$ cat src/rtl/tle_pkg.sv
// shared constants, command type and codes for the terminal line editor
`timescale 1ns / 1ps

package tle_pkg;

    // default line capacity, one slot kept back as in the original editor
    localparam int DEF_LINE_CAPACITY = 32;

    // command queue between the classifier and the executor
    localparam int QUEUE_DEPTH = 4;
    localparam int QPTR_W      = $clog2(QUEUE_DEPTH);

    // character codes
    localparam logic [7:0] CH_LF    = 8'h0A;
    localparam logic [7:0] CH_CR    = 8'h0D;
    localparam logic [7:0] CH_BS    = 8'h08;
    localparam logic [7:0] CH_SP    = 8'h20;
    localparam logic [7:0] CH_LO_A  = 8'h61;
    localparam logic [7:0] CH_LO_Z  = 8'h7A;
    localparam logic [7:0] CH_UP_A  = 8'h41;
    localparam logic [7:0] CH_UP_Z  = 8'h5A;
    localparam logic [7:0] CH_DIG_0 = 8'h30;
    localparam logic [7:0] CH_DIG_9 = 8'h39;

    // result kinds
    localparam logic KIND_ECHO = 1'b0;
    localparam logic KIND_LINE = 1'b1;

    // command opcodes
    typedef logic [1:0] op_t;
    localparam op_t OP_ECHO  = 2'd0;
    localparam op_t OP_ERASE = 2'd1;
    localparam op_t OP_FLUSH = 2'd2;

    typedef struct packed {
        op_t        op;
        logic [7:0] data;
    } cmd_t;

endpackage

$ cat src/rtl/tle_front.sv
// front end: classifies received bytes into editor commands
`timescale 1ns / 1ps

module tle_front
    import tle_pkg::*;
(
    input  logic       s_tvalid,
    output logic       s_tready,
    input  logic [7:0] s_tdata,   // [7:0] rx_byte
    input  logic       q_full,
    output logic       push,
    output cmd_t       push_cmd
);

    logic is_print;
    logic is_eol;
    logic is_bs;

    // character classes
    always_comb begin
        is_print = (s_tdata inside {[CH_LO_A:CH_LO_Z], [CH_UP_A:CH_UP_Z],
                                    [CH_DIG_0:CH_DIG_9], CH_SP});
        is_eol   = (s_tdata inside {CH_LF, CH_CR});
        is_bs    = (s_tdata == CH_BS);
    end

    // build command, other bytes are taken and dropped
    always_comb begin
        push_cmd.data = s_tdata;
        push_cmd.op   = OP_ECHO;
        if (is_eol) begin
            push_cmd.op = OP_FLUSH;
        end else if (is_bs) begin
            push_cmd.op = OP_ERASE;
        end
    end

    assign s_tready = !q_full;
    assign push     = s_tvalid && !q_full && (is_print || is_eol || is_bs);

endmodule

$ cat src/rtl/tle_queue.sv
// small command queue between front end and executor
`timescale 1ns / 1ps

module tle_queue
    import tle_pkg::*;
(
    input  logic aclk,
    input  logic aresetn,
    input  logic push,
    input  cmd_t push_cmd,
    output logic q_full,
    output logic q_valid,
    output cmd_t q_cmd,
    input  logic pop
);

    cmd_t              slot_reg [QUEUE_DEPTH];
    logic [QPTR_W-1:0] wr_ptr_reg;
    logic [QPTR_W-1:0] rd_ptr_reg;
    logic [QPTR_W:0]   count_reg;
    logic [QPTR_W:0]   count_next;
    logic              do_push;
    logic              do_pop;

    assign q_full  = (count_reg == (QPTR_W + 1)'(QUEUE_DEPTH));
    assign q_valid = (count_reg != '0);
    assign q_cmd   = slot_reg[rd_ptr_reg];
    assign do_push = push && !q_full;
    assign do_pop  = pop && q_valid;

    // occupancy
    always_comb begin
        count_next = count_reg;
        if (do_push && !do_pop) begin
            count_next = count_reg + (QPTR_W + 1)'(1);
        end else if (do_pop && !do_push) begin
            count_next = count_reg - (QPTR_W + 1)'(1);
        end
    end

    // pointers
    always_ff @(posedge aclk) begin
        if (!aresetn) begin
            wr_ptr_reg <= '0;
            rd_ptr_reg <= '0;
            count_reg  <= '0;
        end else begin
            count_reg <= count_next;
            if (do_push) begin
                wr_ptr_reg <= wr_ptr_reg + QPTR_W'(1);
            end
            if (do_pop) begin
                rd_ptr_reg <= rd_ptr_reg + QPTR_W'(1);
            end
        end
    end

    // storage
    always_ff @(posedge aclk) begin
        if (do_push) begin
            slot_reg[wr_ptr_reg] <= push_cmd;
        end
    end

endmodule

$ cat src/rtl/tle_back.sv
// executor: line store, echo sequencing and line flush
`timescale 1ns / 1ps

module tle_back
    import tle_pkg::*;
#(
    parameter int LINE_CAPACITY = DEF_LINE_CAPACITY,
    localparam int STORE_DEPTH  = LINE_CAPACITY - 1,
    localparam int CNT_W        = $clog2(LINE_CAPACITY),
    localparam int IDX_W        = (STORE_DEPTH > 1) ? $clog2(STORE_DEPTH) : 1
) (
    input  logic             aclk,
    input  logic             aresetn,
    input  logic             q_valid,
    input  cmd_t             q_cmd,
    output logic             pop,
    output logic [CNT_W-1:0] fill_cnt,
    output logic             m_tvalid,
    input  logic             m_tready,
    output logic [7:0]       m_tdata,   // [7:0] out_byte
    output logic [1:0]       m_tuser,   // [0] out_kind, [1] line_empty
    output logic             m_tlast    // last
);

    localparam logic [1:0] ST_IDLE     = 2'd0;
    localparam logic [1:0] ST_ERASE_SP = 2'd1;
    localparam logic [1:0] ST_ERASE_BS = 2'd2;
    localparam logic [1:0] ST_FLUSH    = 2'd3;

    logic [1:0]       state_reg, state_next;
    logic [CNT_W-1:0] cnt_reg, cnt_next;
    logic [IDX_W-1:0] rd_idx_reg, rd_idx_next;
    logic             out_valid_reg, out_valid_next;
    logic             out_kind_reg, out_kind_next;
    logic [7:0]       out_byte_reg, out_byte_next;
    logic             out_empty_reg, out_empty_next;
    logic             out_last_reg, out_last_next;

    logic [7:0]       store_mem [STORE_DEPTH];
    logic [7:0]       rd_data_reg;
    logic             rd_en;
    logic [IDX_W-1:0] rd_addr;
    logic             wr_en;
    logic [IDX_W-1:0] wr_addr;
    logic             slot_free;
    logic             line_last;

    assign slot_free = !out_valid_reg || m_tready;
    assign line_last = ((CNT_W'(rd_idx_reg) + CNT_W'(1)) == cnt_reg);
    assign wr_addr   = cnt_reg[IDX_W-1:0];

    // command sequencing
    always_comb begin
        state_next     = state_reg;
        cnt_next       = cnt_reg;
        rd_idx_next    = rd_idx_reg;
        out_valid_next = out_valid_reg && !m_tready;
        out_kind_next  = out_kind_reg;
        out_byte_next  = out_byte_reg;
        out_empty_next = out_empty_reg;
        out_last_next  = out_last_reg;
        pop            = 1'b0;
        rd_en          = 1'b0;
        rd_addr        = '0;
        wr_en          = 1'b0;

        case (state_reg)
            ST_IDLE: begin
                if (slot_free && q_valid) begin
                    pop = 1'b1;
                    case (q_cmd.op)
                        OP_ECHO: begin
                            out_valid_next = 1'b1;
                            out_kind_next  = KIND_ECHO;
                            out_byte_next  = q_cmd.data;
                            out_empty_next = 1'b0;
                            out_last_next  = 1'b1;
                            if (cnt_reg < CNT_W'(STORE_DEPTH)) begin
                                wr_en    = 1'b1;
                                cnt_next = cnt_reg + CNT_W'(1);
                            end
                        end
                        OP_ERASE: begin
                            out_valid_next = 1'b1;
                            out_kind_next  = KIND_ECHO;
                            out_byte_next  = CH_BS;
                            out_empty_next = 1'b0;
                            out_last_next  = 1'b0;
                            state_next     = ST_ERASE_SP;
                            if (cnt_reg != '0) begin
                                cnt_next = cnt_reg - CNT_W'(1);
                            end
                        end
                        OP_FLUSH: begin
                            if (cnt_reg == '0) begin
                                out_valid_next = 1'b1;
                                out_kind_next  = KIND_LINE;
                                out_byte_next  = '0;
                                out_empty_next = 1'b1;
                                out_last_next  = 1'b1;
                            end else begin
                                rd_en       = 1'b1;
                                rd_addr     = '0;
                                rd_idx_next = '0;
                                state_next  = ST_FLUSH;
                            end
                        end
                        default: begin
                        end
                    endcase
                end
            end
            ST_ERASE_SP: begin
                if (slot_free) begin
                    out_valid_next = 1'b1;
                    out_kind_next  = KIND_ECHO;
                    out_byte_next  = CH_SP;
                    out_empty_next = 1'b0;
                    out_last_next  = 1'b0;
                    state_next     = ST_ERASE_BS;
                end
            end
            ST_ERASE_BS: begin
                if (slot_free) begin
                    out_valid_next = 1'b1;
                    out_kind_next  = KIND_ECHO;
                    out_byte_next  = CH_BS;
                    out_empty_next = 1'b0;
                    out_last_next  = 1'b1;
                    state_next     = ST_IDLE;
                end
            end
            ST_FLUSH: begin
                // read data for rd_idx is ready, fetch the next one as it goes out
                if (slot_free) begin
                    out_valid_next = 1'b1;
                    out_kind_next  = KIND_LINE;
                    out_byte_next  = rd_data_reg;
                    out_empty_next = 1'b0;
                    out_last_next  = line_last;
                    if (line_last) begin
                        cnt_next   = '0;
                        state_next = ST_IDLE;
                    end else begin
                        rd_idx_next = rd_idx_reg + IDX_W'(1);
                        rd_en       = 1'b1;
                        rd_addr     = rd_idx_reg + IDX_W'(1);
                    end
                end
            end
            default: begin
                state_next = ST_IDLE;
            end
        endcase
    end

    // control registers
    always_ff @(posedge aclk) begin
        if (!aresetn) begin
            state_reg     <= ST_IDLE;
            cnt_reg       <= '0;
            rd_idx_reg    <= '0;
            out_valid_reg <= 1'b0;
        end else begin
            state_reg     <= state_next;
            cnt_reg       <= cnt_next;
            rd_idx_reg    <= rd_idx_next;
            out_valid_reg <= out_valid_next;
        end
    end

    // output payload
    always_ff @(posedge aclk) begin
        out_kind_reg  <= out_kind_next;
        out_byte_reg  <= out_byte_next;
        out_empty_reg <= out_empty_next;
        out_last_reg  <= out_last_next;
    end

    // line store with registered read
    always_ff @(posedge aclk) begin
        if (wr_en) begin
            store_mem[wr_addr] <= q_cmd.data;
        end
        if (rd_en) begin
            rd_data_reg <= store_mem[rd_addr];
        end
    end

    assign fill_cnt   = cnt_reg;
    assign m_tvalid   = out_valid_reg;
    assign m_tdata    = out_byte_reg;
    assign m_tuser[0] = out_kind_reg;
    assign m_tuser[1] = out_empty_reg;
    assign m_tlast    = out_last_reg;

endmodule

$ cat src/rtl/terminal_line_editor.sv
// top level of the terminal line editor with echo
`timescale 1ns / 1ps
//
// Line editor for a serial terminal. Received bytes enter on the s_ stream,
// one byte per transaction in s_tdata. Results leave on the m_ stream:
// m_tdata carries the byte, m_tuser[0] tells an echo byte (0) from a line
// byte (1), m_tuser[1] flags an empty line, m_tlast marks the final result
// of one received byte.
// Letters, digits and space give one echo byte and are stored while room is
// left; backspace gives backspace, space, backspace and drops the last stored
// character; CR or LF sends the stored line and clears it. Other bytes are
// taken and give nothing.
// A front end classifies bytes into a four-entry command queue; the executor
// drains it. An echo result passes the queue slot and the output register,
// a line byte also the registered store read. A line goes out as one store
// read, then one byte per cycle from the registered store port while m_tready
// is high; a backspace gives three echo bytes.
// s_tready drops only while the command queue is full.
// A stall on m_tready holds the output register; the queue keeps taking bytes.
// Reset (aresetn low, synchronous) empties the queue and the line; the
// store contents are not cleared, since only written entries are ever read.
//
module terminal_line_editor
    import tle_pkg::*;
#(
    parameter int LINE_CAPACITY = DEF_LINE_CAPACITY
) (
    input  logic       aclk,
    input  logic       aresetn,
    input  logic       s_tvalid,
    output logic       s_tready,
    input  logic [7:0] s_tdata,   // [7:0] rx_byte
    output logic       m_tvalid,
    input  logic       m_tready,
    output logic [7:0] m_tdata,   // [7:0] out_byte
    output logic [1:0] m_tuser,   // [0] out_kind, [1] line_empty
    output logic       m_tlast    // last
);

    localparam int STORE_DEPTH = LINE_CAPACITY - 1;
    localparam int CNT_W       = $clog2(LINE_CAPACITY);

    logic             q_full;
    logic             push;
    cmd_t             push_cmd;
    logic             q_valid;
    cmd_t             q_cmd;
    logic             pop;
    logic [CNT_W-1:0] fill_cnt;

    tle_front u_front (
        .s_tvalid (s_tvalid),
        .s_tready (s_tready),
        .s_tdata  (s_tdata),
        .q_full   (q_full),
        .push     (push),
        .push_cmd (push_cmd)
    );

    tle_queue u_queue (
        .aclk     (aclk),
        .aresetn  (aresetn),
        .push     (push),
        .push_cmd (push_cmd),
        .q_full   (q_full),
        .q_valid  (q_valid),
        .q_cmd    (q_cmd),
        .pop      (pop)
    );

    tle_back #(
        .LINE_CAPACITY (LINE_CAPACITY)
    ) u_back (
        .aclk     (aclk),
        .aresetn  (aresetn),
        .q_valid  (q_valid),
        .q_cmd    (q_cmd),
        .pop      (pop),
        .fill_cnt (fill_cnt),
        .m_tvalid (m_tvalid),
        .m_tready (m_tready),
        .m_tdata  (m_tdata),
        .m_tuser  (m_tuser),
        .m_tlast  (m_tlast)
    );

`ifndef SYNTH
    // an empty-line result is a line result and the only one for its byte
    assert property (@(posedge aclk) disable iff (!aresetn)
        (m_tvalid && m_tuser[1]) |-> (m_tlast && m_tuser[0] == KIND_LINE))
        else $error("empty line flag on a non-final or echo result");

    // echo results never carry the empty flag
    assert property (@(posedge aclk) disable iff (!aresetn)
        (m_tvalid && m_tuser[0] == KIND_ECHO) |-> !m_tuser[1])
        else $error("echo result flagged as empty line");

    // fill count stays within the store
    assert property (@(posedge aclk) disable iff (!aresetn)
        fill_cnt <= CNT_W'(STORE_DEPTH))
        else $error("line fill count beyond store depth");
`endif

endmodule
$ cat config.mk
export PLATFORM = sky130hd
export DESIGN_NAME = terminal_line_editor
export DESIGN_NICKNAME = d
export VERILOG_FILES = /design/src/rtl/tle_pkg.sv /design/src/rtl/tle_front.sv /design/src/rtl/tle_queue.sv /design/src/rtl/tle_back.sv /design/src/rtl/terminal_line_editor.sv
export SDC_FILE = /design/constraint.sdc
export NUM_CORES = 1
export LEC_CHECK = 0
export ABC_AREA = 0
export BUFFER_PORTS_ARGS = -buffer_cell sky130_fd_sc_hd__buf_2
export CAP_MARGIN = 40
export CORE_MARGIN = 2
export CORE_UTILIZATION = 30
export CTS_CLUSTER_SIZE = 24
export DETAILED_ROUTE_END_ITERATION = 8
export PLACE_DENSITY = 0.49
export SLEW_MARGIN = 25
export SYNTH_ARGS = -nofsm -noshare
export SYNTH_HDL_FRONTEND = slang
export SYNTH_SLANG_ARGS = --single-unit
export TNS_END_PERCENT = 1
$ cat constraint.sdc
create_clock -name aclk -period 2.9 [get_ports aclk]
set_clock_uncertainty 0.05 [all_clocks]
set_input_delay 0.145 -clock aclk [delete_from_list [all_inputs] [get_ports aclk]]
set_output_delay 0.145 -clock aclk [all_outputs]
set_load 0.02 [all_outputs]
; Word-level counts from Yosys, hierarchy flattened
; Memory sizes are Yosys's and may differ from the RTL's. A register that Yosys moved wholly into a read port is not among the register bits.
; Index checks and enable logic that the tools add are counted.
[word_totals]
register_bits = 31
ramBits = 288
output_inout_bits = 13
wordCells = 162
inputBits = 12
mem_count = 2
[classes]
eq_ne = 29
muxes = 69
n_addsub = 7
magnitude_cmp = 7
reduce_logical = 37
[memory_table]
columns = name, words, word_bits, rd, rd_clocked_by_memory_dff, write_ports, line_no
row1 = u_back.store_mem, 31, 8, 1, 1, 1, tle_back.sv:39  ; logic [7:0] store_mem [STORE_DEPTH];
row2 = u_queue.slot_reg, 4, 10, 1, 1, 1, tle_queue.sv:17  ; cmd_t slot_reg [QUEUE_DEPTH];
[op_table]
columns = op, n
row1 = $mux W5, 13
row2 = $mux W8, 5
row3 = $pmux W8 S4, 1
row4 = $pmux W5 S2, 3
row5 = $mux W1, 25
row6 = $eq A8 B4 Y1 const B, 3
row7 = $pmux W8 S3, 1
row8 = $mux W2, 9
row9 = $ge A8 B7 Y1 const B, 2
row10 = $le A8 B7 Y1 const B, 2
row11 = $ne A2 B1 Y1 const B, 7
row12 = $reduce_and A7 Y1, 2
row13 = $ne A3 B3 Y1 const B, 4
row14 = $reduce_and A6 Y1, 2
row15 = $logic_and A1 B1 Y1, 11
row16 = $add A5 B1 Y5 const B, 2
row17 = $pmux W1 S2, 5
row18 = $ne A3 B2 Y1 const B, 3
row19 = $eq A8 B6 Y1 const B, 1
row20 = $ge A8 B6 Y1 const B, 1
row21 = $le A8 B6 Y1 const B, 1
row22 = $pmux W2 S4, 1
row23 = $eq A2 B2 Y1 const B, 3
row24 = $mux W3, 2
row25 = other kinds (25), 40

; Depth between registers and ports, before layout
[depth]
ltp_word = 11
ltp_mapped = 12
mapped_depth_nobuf = 11

; Cells and area by module
; Synthesis repeated with hierarchy kept, for this count alone.
[unflattened]
cells_unflattened = 974
hier_area_um2 = 14138.6
[modules_own_cells]
columns = module, cells_per_inst, n_inst, area_per_inst_um2, seq_area_each_um2
row1 = tle_back, 844, 1, 12011.5, 8277.9
row2 = tle_queue, 100, 1, 1926.8, 1381.3
row3 = tle_front, 30, 1, 200.2, 0.0

; Worst setup path after synthesis
; Ideal clock, no wire load.
[synth_path]
path_kind = register to register
startpoint = reg (tool-made name)
endpoint = reg u_back.cnt_reg[4] (netlist: u_back.fill_cnt[4])
n_path_buf = 1
stages_incl_launch_ff = 11
path_slack_ns = -0.207
arrival_time_ns = 2.986
synth_period_minus_slack_ns = 3.107
required_time_ns = 2.779
setup_ns = 0.071
path_cell_list = dfxtp_1 clkbuf_1 mux4_2 ha_1 fa_1 a21o_1 a21oi_1 xor2_1 nand2_1 a21o_1 a21oi_1
[synth_rtl]
columns = element, line_no
row1 = to (signal assigned), tle_back.sv:166  ; cnt_reg <= cnt_next;
row2 = to (decl), tle_back.sv:31  ; logic [CNT_W-1:0] cnt_reg, cnt_next;

; Worst setup path in the final report
[layout_path]
startpoint = reg u_back.rd_idx_reg[0]
endpoint = reg u_back.rd_data_reg[1], read port of u_back.store_mem (data pin)
[layout_via]
elab_chain_cells = 5
elab_cells_between_ends = 8
cone_classes = add/sub (1) / eq/ne (1) / mux (6)
[layout_rtl]
columns = element, line_no
row1 = from (decl), tle_back.sv:32  ; logic [IDX_W-1:0] rd_idx_reg, rd_idx_next;
row2 = from (signal assigned), tle_back.sv:167  ; rd_idx_reg <= rd_idx_next;
row3 = $add A5 B1 Y5 *, "tle_back.sv:49, tle_back.sv:147"
row4 = $eq A5 B5 Y1, tle_back.sv:49  ; assign line_last = ((CNT_W'(rd_idx_reg) + CNT_W'(1)) == cnt_reg);
row5 = $mux W1 or $mux W5 (tied branches), tle_back.sv:141  ; if (line_last) begin
row6 = $mux W1 or $mux W5 (tied branches), tle_back.sv:135  ; if (slot_free) begin
row7 = $pmux W1 S2 or $mux W5 (tied branches), -
row8 = to (decl), tle_back.sv:40  ; logic [7:0] rd_data_reg;
; Mark *: on every way between the ends. The rest lies on a longest branch, timed or not.
; A chain may end at the register's enable or synchronous reset.

==> results by group <==
Setup path
  • Levels on crit path: 10
  • CP Data Required Time: 3.24 ns
  • Critical-path maximum fanout: 12
  • Worst Setup End Kind: flip-flop
  • Worst path slowest cell: mux2_2
  • Startpoint types: flip-flop
  • Type of the worst setup path: reg2reg
  • Largest stage delay on the critical path: 0.38 ns
  • Arr. time, crit path: 3.20 ns
  • R2R depth: 10
  • Delay-heaviest family, CP: compound AO/OA/AOI/OAI gates
  • Critical path buffers and inverters: 2
  • Crit-path cells: buf_4, and3_4, xnor3_1, and2_4, buf_6, a21oi_4, mux2_2, o22ai_1, a22oi_1, o22ai_1
  • Critical Path Most Common Cell: o22ai_1

Routing
  • Pre-Repair DR Iteration Count: 6
  • Antenna-violating nets left: 0
  • DR WL/cell: 22.38 µm
  • Vias: 9317
  • DRC viols: 0
  • Post-DR vias/cell: 5.105
  • Initial DRC count: 817
  • Post-Route WL: 40.85 mm

Power and ir drop
  • Power per Cell Area: 781.2 mW/mm²
  • Design Power: 13.84 mW
  • Max rail drop VDD: 375.4 µV
  • Pleak: 6.056 nW

GRT
  • Initial antenna violation count: 0
  • Met3 usage: 3.671%
  • GRT busiest layer: met2
  • Gr ovfl total: 0
  • GRT Overall Usage: 16.42%
  • Vias in the first global route: 9497
  • M2 GR Usage: 26.58%
  • Largest net degree at the start of global routing: 48
  • First-pass GRT wire length: 60.02 mm
  • Global-route met1 utilization: 21.46%

Placed design
  • Placer Congestion: 0.8243
  • # port buffers: 24
  • DP Wirelength: 27.68 mm
  • Area after DPL: 0.01622 mm²

CTS
  • Clk sinks: 329
  • Root Buffer: clkbuf_16
  • Worst-path clk slew: 0.06 ns
  • Insertion delay to the later sink of the worst-skew pair: 0.55 ns
  • Clock Path Buffers: 3
  • H-tree depth: 2
  • CTS buffer count: 37
  • TritonCTS clock tree: yes

Outcome
  • Status: complete, no violations

Floorplan
  • Die area: 0.04915 mm²
  • I/O pins: 25
  • DIE HEIGHT: 221.7 µm
  • Core box area: 0.04665 mm²
  • Die Width: 221.7 µm
  • Starting Density: 30.47%
  • FP Rows: 79

Yosys
  • Top post-synthesis cells by count: edfxtp_1 (307), nor2_1 (102), nand2_1 (58)
  • Area contributors post-synth: edfxtp_1 (65%), dfxtp_1 (3.1%), mux2_2 (3.0%), nor2_1 (2.7%), a21oi_1 (2.0%)
  • Top cell type by total area after synthesis: edfxtp_1
  • EDFF count, synth: 307
  • Synth Register Bits: 329
  • Yosys warns: 0
  • Number of distinct library cells after synthesis: 78
  • Post-synthesis instance total: 1004
  • Post-synth top area share: 64.84%
  • Post-Syn Area: 0.01422 mm²
  • Syn Nets: 1036
  • Top-count cell post-synth: edfxtp_1
  • Syn Area/Cell: 14.16 µm²
  • Ys async rst share: 0%
  • Primary FF master, synth: edfxtp_1
  • Seq/Total Area, Yosys: 67.94%

Finish
  • # nets final: 1230
  • Layout cells sized above 1: 28.41%
  • Area grow syn2layout: 24.62%
  • Post-route cell area: 0.01772 mm²
  • Max FFs per register: 248
  • Diode count: 0
  • Fin util: 37.98%

STA
  • RSZ-0062 raised after global routing: true
  • Hold Vio Cnt, Final: 0
  • Min cycle time layout: 2.861 ns
  • Worst Max-Slew Pin Slew: 0.8173 ns
  • Final setup viols: 0
  • Fin crit share: 98.65%
  • Fmax: 0.3495 GHz
  • Fin. max-slew vios: 0
  • WHS: 0.03919 ns
  • Relative slew slack: 45.46%

Hold path
  • Worst hold stages: 3
  • Hold Crit Class: in2reg

Job
  • Max Cap Viol: 0
==> worst paths after layout <==
check                        from               endpoint  slack (ns)
max          u_back.rd_idx_reg[0]  u_back.rd_data_reg[1]        0.04
max reg2reg  u_back.rd_idx_reg[0]  u_back.rd_data_reg[1]        0.04
min reg2reg  u_back.rd_idx_reg[2]   u_back.rd_idx_reg[2]        0.49
min                      m_tready        u_back.m_tvalid        0.04
==> placed cells by master (no fill, tap or decap), drive strengths merged, types with 5 or more instances in the layout <==
cell type    Yosys  routed
edfxtp         307     307
buf             24     198
nor2           102     102
nand2           58      58
a21oi           58      58
clkbuf          29      49
mux2            38      38
o21ai           37      37
mux2i           26      26
o22ai           25      25
dfxtp           22      22
nor3            20      20
ha              18      18
inv             16      17
nand3           17      17
o221ai          16      16
a211oi          16      16
o211ai          12      12
xor2            11      11
mux4            10      10
nor2b           10      10
clkinv           1      10
a22oi            9       9
dlygate4sd3      0       9
nor4             8       8
a21o             8       8
and2             8       8
a22o             7       7
or3              7       7
nand2b           7       7
xnor2            6       6
a2111oi          6       6
a221oi           5       5
a41oi            5       5
==> timing repair <==
action	4_1_cts	5_1_grt
pin swaps	2	14
setup buffers	1	4
cloned	0	1
gates resized for setup	15	31
hold endpoints to repair	33	0
setup endpoints to repair	8	10
hold buffers	9	0
==> cell families after synthesis <==
kind of cell / synth area share [%]
buffers and inverters: 2.209
XOR/XNOR: 1.417
AO/OA/AOI/OAI: 12.06
flip-flops: 67.94
AND/OR/NAND/NOR: 8.088
adder cells (fa/ha/maj): 1.866
multiplexers: 6.424
==> worst reg2reg max path: cells and delay by family (launching register included) <==
kind | cells | cell delay (ns)
AO/OA/AOI/OAI | 4 | 1.00
XOR/XNOR | 1 | 0.25
buffers and inverters | 2 | 0.29
flip-flops | 1 | 0.36
multiplexers | 1 | 0.39
AND/OR/NAND/NOR | 2 | 0.38
==> stage by stage <==
step                      setup TNS, ns  std cells  setup WS [ns]
after floorplan                       0       1004       0.001658
after global placement          -0.9254       1749        -0.1644
after detailed placement         -1.156       1750        -0.1969
after CTS                      -0.07057       1819       -0.03173
after global routing           -0.08226       1825       -0.03015
final                                 0       1825        0.03902
==> layout make-up <==
| type | instances | area, µm² |
|---|---|---|
| Clock buffer | 48 | 998.5 |
| Clock inverter | 11 | 96.34 |
| Fill cell | 4454 | 28940 |
| Inverter | 17 | 63.81 |
| Multi-Input combinational cell | 605 | 4473 |
| Sequential cell | 329 | 9668 |
| Tap cell | 607 | 759.5 |
| Timing Repair Buffer | 208 | 1659 |
==> power breakdown <==
part           switching (mW)  internal, mW  total (mW)  leakage [nW]
clock network            1.84          2.51        4.34         0.538
logic                    2.26          1.27        3.53          2.56
registers               0.117          5.86        5.97          2.96
==> per-layer routing <==
metal	vias up	part of all wire, %
li1	4303	-
met1	4686	44
met2	261	47
met3	67	5.4
met4	0	3.3
met5	-	0
(Power assumes the default switching activity.)
